**src/hdl/sleep_wake_timer_queue_core_macros.svh**
```systemverilog
// assertion helpers used by the timer queue core
`ifndef SLEEP_WAKE_TIMER_QUEUE_CORE_MACROS_SVH
`define SLEEP_WAKE_TIMER_QUEUE_CORE_MACROS_SVH

// property that must hold at every edge outside reset
`define SWTQ_ASSERT_ALWAYS(lbl, prop, msg) \
  lbl: assert property (@(posedge clk) disable iff (rst) (prop)) else $error(msg);

// consequence that must hold in the cycle after the antecedent
`define SWTQ_ASSERT_NEXT(lbl, ante, cons, msg) \
  lbl: assert property (@(posedge clk) disable iff (rst) (ante) |=> (cons)) else $error(msg);

`endif

```
**src/hdl/swtq_pkg.sv**
```systemverilog
package swtq_pkg;

  // queue and time sizing
  localparam int QUEUE_DEPTH   = 16;
  localparam int TIME_BITS     = 32;
  localparam int DUR_BITS      = 32;
  localparam int ID_BITS       = 4;
  localparam int NUM_IDS       = 16;
  localparam int MAX_OUT       = 16;
  localparam int COUNT_BITS    = $clog2(QUEUE_DEPTH + 1);
  localparam int WAKE_CNT_BITS = $clog2(MAX_OUT);
  localparam int SUM_BITS      = ((TIME_BITS > DUR_BITS) ? TIME_BITS : DUR_BITS) + 1;

  // stream payload widths
  localparam int IN_DATA_BITS  = ((ID_BITS + DUR_BITS + 7) / 8) * 8;
  localparam int OUT_DATA_BITS = ((ID_BITS + 1 + 7) / 8) * 8;

  localparam logic [TIME_BITS-1:0] TIME_MAX = '1;

  typedef enum logic {
    FUNC_TICK  = 1'b0,
    FUNC_SLEEP = 1'b1
  } func_t;

  typedef enum logic {
    KIND_STATUS = 1'b0,
    KIND_WAKE   = 1'b1
  } kind_t;

  typedef enum logic {
    STATUS_OK      = 1'b0,
    STATUS_IGNORED = 1'b1
  } status_t;

  typedef enum logic [2:0] {
    ST_IDLE,
    ST_CALC,
    ST_INSERT,
    ST_TICK,
    ST_WAKE
  } state_t;

  // controller to datapath
  typedef struct packed {
    logic capture;
    logic calc;
    logic insert;
    logic tick;
    logic pop;
    logic load_status;
    logic load_wake;
    logic wake_last;
  } cmd_t;

  // datapath to controller
  typedef struct packed {
    logic                   head_due;
    logic                   next_due;
    logic                   out_free;
    logic [COUNT_BITS-1:0]  queue_count;
    logic [NUM_IDS-1:0]     asleep_mask;
  } sts_t;

endpackage

```
**src/hdl/swtq_datapath.sv**
```systemverilog
module swtq_datapath (
  input  logic                               clk,
  input  logic                               rst,
  input  logic [swtq_pkg::IN_DATA_BITS-1:0]  s_axis_tdata,   // proc_id, sleep_ticks
  input  swtq_pkg::cmd_t                     cmd,
  output swtq_pkg::sts_t                     sts,
  output logic                               m_axis_tvalid,
  input  logic                               m_axis_tready,
  output logic [swtq_pkg::OUT_DATA_BITS-1:0] m_axis_tdata,   // woken_id, status
  output logic                               m_axis_tuser,   // kind
  output logic                               m_axis_tlast    // last
);
  import swtq_pkg::*;

  logic [ID_BITS-1:0]    id_q;
  logic [DUR_BITS-1:0]   dur_q;
  logic [TIME_BITS-1:0]  wake_q;
  status_t               status_q;
  logic [TIME_BITS-1:0]  now_ticks;

  logic [TIME_BITS-1:0]  wake_time [QUEUE_DEPTH];
  logic [ID_BITS-1:0]    entry_owner [QUEUE_DEPTH];
  logic [TIME_BITS-1:0]  wake_next [QUEUE_DEPTH];
  logic [ID_BITS-1:0]    owner_next [QUEUE_DEPTH];
  logic [COUNT_BITS-1:0] queue_count;
  logic [NUM_IDS-1:0]    asleep_mask;
  logic [QUEUE_DEPTH-1:0] le;

  logic [SUM_BITS-1:0]   dur_ext;
  logic [SUM_BITS-1:0]   dur_clamp;
  logic [SUM_BITS-1:0]   wake_sum;
  logic [SUM_BITS-1:0]   time_max_ext;
  logic [TIME_BITS-1:0]  wake_calc;
  logic                  do_insert;
  logic                  out_free;

  assign out_free  = !m_axis_tvalid || m_axis_tready;
  assign do_insert = cmd.insert && (status_q == STATUS_OK);

  // saturating wake time: clamp the duration, then clamp the sum
  always_comb begin
    time_max_ext = SUM_BITS'(TIME_MAX);
    dur_ext      = SUM_BITS'(dur_q);
    dur_clamp    = (dur_ext > time_max_ext) ? time_max_ext : dur_ext;
    wake_sum     = SUM_BITS'(now_ticks) + dur_clamp;
    wake_calc    = (wake_sum > time_max_ext) ? TIME_MAX : wake_sum[TIME_BITS-1:0];
  end

  // per-entry compare against the new wake time
  always_comb begin
    for (int i = 0; i < QUEUE_DEPTH; i++) begin
      le[i] = (COUNT_BITS'(i) < queue_count) && (wake_time[i] <= wake_q);
    end
  end

  // each entry keeps, takes the new item, or shifts from a neighbor
  always_comb begin
    wake_next  = wake_time;
    owner_next = entry_owner;
    if (do_insert) begin
      if (!le[0]) begin
        wake_next[0]  = wake_q;
        owner_next[0] = id_q;
      end
      for (int i = 1; i < QUEUE_DEPTH; i++) begin
        if (!le[i]) begin
          if (le[i-1]) begin
            wake_next[i]  = wake_q;
            owner_next[i] = id_q;
          end else begin
            wake_next[i]  = wake_time[i-1];
            owner_next[i] = entry_owner[i-1];
          end
        end
      end
    end else if (cmd.pop) begin
      for (int i = 0; i < QUEUE_DEPTH - 1; i++) begin
        wake_next[i]  = wake_time[i+1];
        owner_next[i] = entry_owner[i+1];
      end
    end
  end

  // queue entries
  always_ff @(posedge clk) begin
    wake_time   <= wake_next;
    entry_owner <= owner_next;
  end

  // item capture and wake time computation
  always_ff @(posedge clk) begin
    if (cmd.capture) begin
      id_q  <= s_axis_tdata[ID_BITS-1:0];
      dur_q <= s_axis_tdata[ID_BITS +: DUR_BITS];
    end
    if (cmd.calc) begin
      wake_q   <= wake_calc;
      status_q <= (asleep_mask[id_q] || (queue_count == COUNT_BITS'(QUEUE_DEPTH)))
                  ? STATUS_IGNORED : STATUS_OK;
    end
  end

  // queue occupancy, sleeping slots and tick counter
  always_ff @(posedge clk) begin
    if (rst) begin
      queue_count <= '0;
      asleep_mask <= '0;
      now_ticks   <= '0;
    end else begin
      if (do_insert) begin
        queue_count       <= queue_count + COUNT_BITS'(1);
        asleep_mask[id_q] <= 1'b1;
      end else if (cmd.pop) begin
        queue_count                 <= queue_count - COUNT_BITS'(1);
        asleep_mask[entry_owner[0]] <= 1'b0;
      end
      if (cmd.tick && (now_ticks != TIME_MAX)) begin
        now_ticks <= now_ticks + TIME_BITS'(1);
      end
    end
  end

  // output register
  always_ff @(posedge clk) begin
    if (rst) begin
      m_axis_tvalid <= 1'b0;
    end else if (cmd.load_status || cmd.load_wake) begin
      m_axis_tvalid <= 1'b1;
    end else if (m_axis_tready) begin
      m_axis_tvalid <= 1'b0;
    end
  end

  always_ff @(posedge clk) begin
    if (cmd.load_status) begin
      m_axis_tdata <= OUT_DATA_BITS'({status_q, id_q});
      m_axis_tuser <= KIND_STATUS;
      m_axis_tlast <= 1'b1;
    end else if (cmd.load_wake) begin
      m_axis_tdata <= OUT_DATA_BITS'({STATUS_OK, entry_owner[0]});
      m_axis_tuser <= KIND_WAKE;
      m_axis_tlast <= cmd.wake_last;
    end
  end

  // status back to the controller
  always_comb begin
    sts.head_due    = (queue_count != '0) && (wake_time[0] <= now_ticks);
    sts.next_due    = (queue_count > COUNT_BITS'(1)) && (wake_time[1] <= now_ticks);
    sts.out_free    = out_free;
    sts.queue_count = queue_count;
    sts.asleep_mask = asleep_mask;
  end

endmodule

```
**src/hdl/swtq_ctrl.sv**
```systemverilog
module swtq_ctrl (
  input  logic           clk,
  input  logic           rst,
  input  logic           s_axis_tvalid,
  output logic           s_axis_tready,
  input  logic           s_axis_tuser,   // func
  input  swtq_pkg::sts_t sts,
  output swtq_pkg::cmd_t cmd
);
  import swtq_pkg::*;

  state_t                   state;
  state_t                   state_next;
  logic [WAKE_CNT_BITS-1:0] wake_cnt;
  logic [WAKE_CNT_BITS-1:0] wake_cnt_next;

  // state and wake counter
  always_ff @(posedge clk) begin
    if (rst) begin
      state    <= ST_IDLE;
      wake_cnt <= '0;
    end else begin
      state    <= state_next;
      wake_cnt <= wake_cnt_next;
    end
  end

  // next state and commands
  always_comb begin
    state_next    = state;
    wake_cnt_next = wake_cnt;
    cmd           = '0;
    s_axis_tready = 1'b0;
    unique case (state)
      ST_IDLE: begin
        s_axis_tready = 1'b1;
        if (s_axis_tvalid) begin
          cmd.capture = 1'b1;
          state_next  = (s_axis_tuser == FUNC_SLEEP) ? ST_CALC : ST_TICK;
        end
      end
      ST_CALC: begin
        cmd.calc   = 1'b1;
        state_next = ST_INSERT;
      end
      ST_INSERT: begin
        if (sts.out_free) begin
          cmd.insert      = 1'b1;
          cmd.load_status = 1'b1;
          state_next      = ST_IDLE;
        end
      end
      ST_TICK: begin
        cmd.tick      = 1'b1;
        wake_cnt_next = '0;
        state_next    = ST_WAKE;
      end
      ST_WAKE: begin
        if (!sts.head_due) begin
          state_next = ST_IDLE;
        end else if (sts.out_free) begin
          cmd.pop       = 1'b1;
          cmd.load_wake = 1'b1;
          cmd.wake_last = !sts.next_due ||
                          (wake_cnt == WAKE_CNT_BITS'(MAX_OUT - 1));
          wake_cnt_next = wake_cnt + WAKE_CNT_BITS'(1);
          if (cmd.wake_last) begin
            state_next = ST_IDLE;
          end
        end
      end
      default: begin
        state_next = ST_IDLE;
      end
    endcase
  end

endmodule

```
**src/hdl/sleep_wake_timer_queue_core.sv**
```systemverilog
// Sorted timer queue: keeps up to 16 sleeping process slots ordered by absolute
// wake time, plus a saturating tick counter. One item is handled at a time. A
// sleep request runs through capture, saturating wake-time add, then a parallel
// compare-and-shift insert into the queue register row that also loads the
// status item into the output register. A tick steps the counter, then wakes
// the due processes from the head of the queue, up to 16 per tick. Wake items
// leave one per cycle while the output register is free. Every result waits in
// a single output register, so a stalled consumer holds the block until it is
// free. Entries come out of reset ready to use, no clearing pass.
`include "sleep_wake_timer_queue_core_macros.svh"

module sleep_wake_timer_queue_core (
  input  logic                               clk,
  input  logic                               rst,
  input  logic                               s_axis_tvalid,
  output logic                               s_axis_tready,
  input  logic [swtq_pkg::IN_DATA_BITS-1:0]  s_axis_tdata,   // proc_id, sleep_ticks
  input  logic                               s_axis_tuser,   // func
  output logic                               m_axis_tvalid,
  input  logic                               m_axis_tready,
  output logic [swtq_pkg::OUT_DATA_BITS-1:0] m_axis_tdata,   // woken_id, status
  output logic                               m_axis_tuser,   // kind
  output logic                               m_axis_tlast    // last
);
  import swtq_pkg::*;

  cmd_t cmd;
  sts_t sts;

  // sequencer
  swtq_ctrl u_ctrl (
    .clk           (clk),
    .rst           (rst),
    .s_axis_tvalid (s_axis_tvalid),
    .s_axis_tready (s_axis_tready),
    .s_axis_tuser  (s_axis_tuser),
    .sts           (sts),
    .cmd           (cmd)
  );

  // queue, counter and output register
  swtq_datapath u_datapath (
    .clk           (clk),
    .rst           (rst),
    .s_axis_tdata  (s_axis_tdata),
    .cmd           (cmd),
    .sts           (sts),
    .m_axis_tvalid (m_axis_tvalid),
    .m_axis_tready (m_axis_tready),
    .m_axis_tdata  (m_axis_tdata),
    .m_axis_tuser  (m_axis_tuser),
    .m_axis_tlast  (m_axis_tlast)
  );

  // checks
  `SWTQ_ASSERT_ALWAYS(a_mask_matches_count,
    $countones(sts.asleep_mask) == sts.queue_count,
    "sleeping mask and queue count disagree")
  `SWTQ_ASSERT_ALWAYS(a_wake_status_ok,
    !(m_axis_tvalid && (m_axis_tuser == KIND_WAKE)) || (m_axis_tdata[ID_BITS] == STATUS_OK),
    "wake item with nonzero status")
  `SWTQ_ASSERT_NEXT(a_one_item_at_a_time, s_axis_tvalid && s_axis_tready, !s_axis_tready,
    "input taken while an item is in progress")

endmodule
```
**config.mk**
```make
export PLATFORM = sky130hd
export DESIGN_NAME = sleep_wake_timer_queue_core
export DESIGN_NICKNAME = d
export VERILOG_FILES = /design/src/hdl/swtq_pkg.sv /design/src/hdl/swtq_datapath.sv /design/src/hdl/swtq_ctrl.sv /design/src/hdl/sleep_wake_timer_queue_core.sv
export VERILOG_INCLUDE_DIRS = /design/src /design/src/hdl
export SDC_FILE = /design/constraint.sdc
export NUM_CORES = 2
export LEC_CHECK = 0
export BUFFER_PORTS_ARGS = -buffer_cell sky130_fd_sc_hd__buf_2
export CORE_MARGIN = 8
export CORE_UTILIZATION = 55
export DETAILED_ROUTE_END_ITERATION = 10
export GPL_ROUTABILITY_DRIVEN = 0
export PLACE_DENSITY = 0.69
export RECOVER_POWER = 50
export REMOVE_ABC_BUFFERS = 1
export SYNTH_ARGS = -nofsm -noshare
export SYNTH_HDL_FRONTEND = slang
export SYNTH_SLANG_ARGS = --single-unit
export TNS_END_PERCENT = 5
```
**constraint.sdc**
```tcl
create_clock -name clk -period 10.3 [get_ports clk]
set_input_delay 1.545 -clock clk [delete_from_list [all_inputs] [get_ports clk]]
set_output_delay 1.545 -clock clk [all_outputs]
set_load 0.005 [all_outputs]
```
==> metrics.yaml <==
max_slew.worst_pin.slew_ns: 3.12
required_ns: 10.57
rows: 111
drive_above_1_share: 0.0901
io_buffers: 49
num_vias: 40400
ys_seq_area_frac: 0.409
power_leakage_uw: 0.0219
utilization: 0.596
fin_crit_sh: 0.709
grt_max_degree: 272
design_area_mm2: 0.0545
rrSetupSlack_ns: 3.40
hold_buffers: 0
reg2reg_from: "u_datapath.wake_q[26]$_SDFFCE_PN1P_"
grtUsageTotal: 0.257
syn_area_mm2: 0.0508
placed_cell_area_mm2: 0.0520
slew_headroom: -1.08
cp.arrival_ns: 7.57
finalSetupViolations: 0
grt_pass1_vias: 39700
die_h_um: 320
cts_buffer_depth: 3
synth-seq-cells: 713
startpoint_type: "input port"
rsz0062_at_grt: "no"
fp.dieW_um: 320
cts_setup_buffers: 0
numClockSinks: 713
slew_viol_final: 563
synth-edff-count: 650
grt_antenna_before_repair: 0
ios: 57
drt-pass1-iter-count: 6
wirelength_mm: 137
dieArea_mm2: 0.102
status: "complete, but fails checks"
nNetsFinal: 5709
synth_warnings: 0
fmax_mhz: 137
hpwl_mm: 104
worstPathMaxFanout: 53
finalSetupTns_ns: 0
yosys.area.top_type: "edfxtp_1"
drc: 0
cts_tree: "yes"
ant_nets: 0
multi_input_area_mm2: 0.0282
final-hold-violation-count: 0
total_power_uw: 13200
clk_pin_slew_ns: 0.06
r2r_end: "u_datapath.wake_time[74]$_DFFE_PP_"
holdCritStartpoint: "u_datapath.m_axis_tuser$_SDFFE_PP0P_"
vias_per_cell: 6.41
reg2reg_depth: 13
final-seq-area_mm2: 0.0208
min_period_ns: 7.30
synth_area_per_cell_um2: 9.84
holdPathStages: 2
pwr_density_cell_mw_per_mm2: 243
synth_flop_cell: "edfxtp_1"
skew_ns: 0.0201
core_mm2: 0.0915
cts.repair.resized: 0
grt_overflow: 0
initial_core_util: 0.555
grt_pass1_wl_mm: 216
setup.worst_path.class: "input port to flop"
async_flop_share: 0
syn_to_final_growth_pct: 7.37
clock_latency_ns: 0.64
drtIter0Drc: 3183
cts_root_buf: "clkbuf_16"
synth.top_cell.area_share: 0.385
synth_top_cells_by_area: "edfxtp_1 38%, ha_1 15%, mux2i_1 7.0%, nand2_1 5.5%, o21ai_0 5.3%"
min_path_type: "flop to flop"
cp-end-kind: "flop"
failed_checks: "max-capacitance violations, max-slew violations"
synth_cell_types: 84
diodes: 0
syn_inst: 5158
holdPathEnd: "u_datapath.m_axis_tuser$_SDFFE_PP0P_"
routedWlPerCell_um: 21.8
ir_drop_v: 0.000159
nFillCells: 7706
htreeDepth: 3
cap_violations: 15
cts_made_buffers: 84
## placed cells by master (no fill, tap or decap), types with 77 or more instances in the layout
| cell type | netlist | final |
|---|---|---|
| a21oi_1 | 272 | 270 |
| buf_4 | 12 | 77 |
| clkbuf_16 | 0 | 88 |
| edfxtp_1 | 650 | 650 |
| ha_1 | 614 | 614 |
| inv_1 | 113 | 113 |
| mux2i_1 | 355 | 355 |
| nand2_1 | 739 | 738 |
| nand3_1 | 87 | 88 |
| nand4_1 | 112 | 112 |
| nor2_1 | 288 | 288 |
| nor3_1 | 146 | 145 |
| o21ai_0 | 536 | 528 |
| o221a_2 | 144 | 144 |
| o31ai_1 | 105 | 104 |
## report_power, final
part / switching, uW / internal [uW] / total, uW
Sequential: 771 / 4290 / 5060
Combinational: 3230 / 2020 / 5250
Clock: 1230 / 1700 / 2940
Total: 5240 / 8010 / 13200
## synthesized netlist by cell type, drive strengths merged (17+ instances only)
library cell / n
nor2b: 38
a21o: 63
nand3: 88
o221a: 144
o211ai: 37
nand2: 740
nand4: 112
o31ai: 105
mux2: 41
nor4: 18
a21oi: 272
a211oi: 30
ha: 614
buf: 80
or3: 18
o22ai: 47
nor3: 147
mux2i: 355
o21a: 27
a211o: 17
clkbuf: 263
inv: 113
nor2: 289
xnor2: 44
o21ai: 554
dfxtp: 63
edfxtp: 650
and3: 20
## cell families after synthesis
family	share of synthesized area
other	0.0000739
DFF	0.409
AOI/OAI and AO/OA	0.179
buffers and inverters	0.0370
and+or+nand+nor	0.133
muxes	0.0813
xor gates and xnor gates	0.00863
adders and majority gates	0.152
## worst max-delay path by stage
| stage | slack [ns] | startpoint | endpoint | cells after the start |
|---|---|---|---|---|
| 6_report | 3.00 | m_axis_tready | u_datapath.wake_time[297]$_DFFE_PP_ | 9 |
| 5_1_grt | 2.73 | m_axis_tready | u_datapath.wake_time[300]$_DFFE_PP_ | 9 |
| 4_1_cts | 5.19 | u_datapath.wake_q[29]$_SDFFCE_PN1P_ | u_datapath.wake_time[425]$_DFFE_PP_ | 11 |
| 3_5_place_dp | 5.00 | m_axis_tready | u_datapath.asleep_mask[14]$_SDFFE_PP0P_ | 10 |
| 3_3_place_gp | 5.08 | m_axis_tready | u_datapath.asleep_mask[14]$_SDFFE_PP0P_ | 10 |
| 2_1_floorplan | -20.97 | m_axis_tready | u_datapath.entry_owner[4]$_DFFE_PP_ | 3 |
## flip-flops by register name, summed over array words and instances (netlist names)
signal	cells
u_datapath.wake_time	512
u_datapath.m_axis_tuser	1
u_datapath.id_q	4
u_ctrl.state	3
u_datapath.wake_q	32
u_datapath.m_axis_tdata	5
u_ctrl.wake_cnt	4
u_datapath.m_axis_tlast	1
u_datapath.m_axis_tvalid	1
u_datapath.queue_count	5
u_datapath.status_q	1
u_datapath.asleep_mask	16
u_datapath.entry_owner	64
u_datapath.dur_q	32
u_datapath.now_ticks	32
## worst max-delay path, stage by stage
cell and delay [ns]:
buf_2 0.07, nand2b_1 0.28, nand3_1 0.39, nor2_1 0.96, clkbuf_1 2.21, o211ai_1 0.30, clkbuf_1 0.80, o211ai_1 0.36
buf_4 0.48
## metrics by stage
stage	cells	hold WS, ns	worst slack (ns)
floorplan	4817	0.430	-20.97
global placement	6149	0.446	5.08
detailed placement	6149	0.458	5.00
CTS	6301	0.467	5.19
global route	6301	0.478	2.73
finish	6301	0.470	3.00
## layout make-up
class	count	area share
clock buffer	116	0.0434
clock inverter	36	0.00523
inverter	113	0.00778
multi-input combinational	3991	0.518
sequential	713	0.381
tap	1186	0.0272
timing repair buffer	146	0.0172
## layer usage
layer  track usage  up-vias  wire length [um]
met5             0        -                 0
met4         0.119        0              6500
met3        0.0285      298              7380
met2         0.422     1350             63300
met1         0.341    19400             60300
li1              -    19400                 -
(Power assumes the default switching activity.)
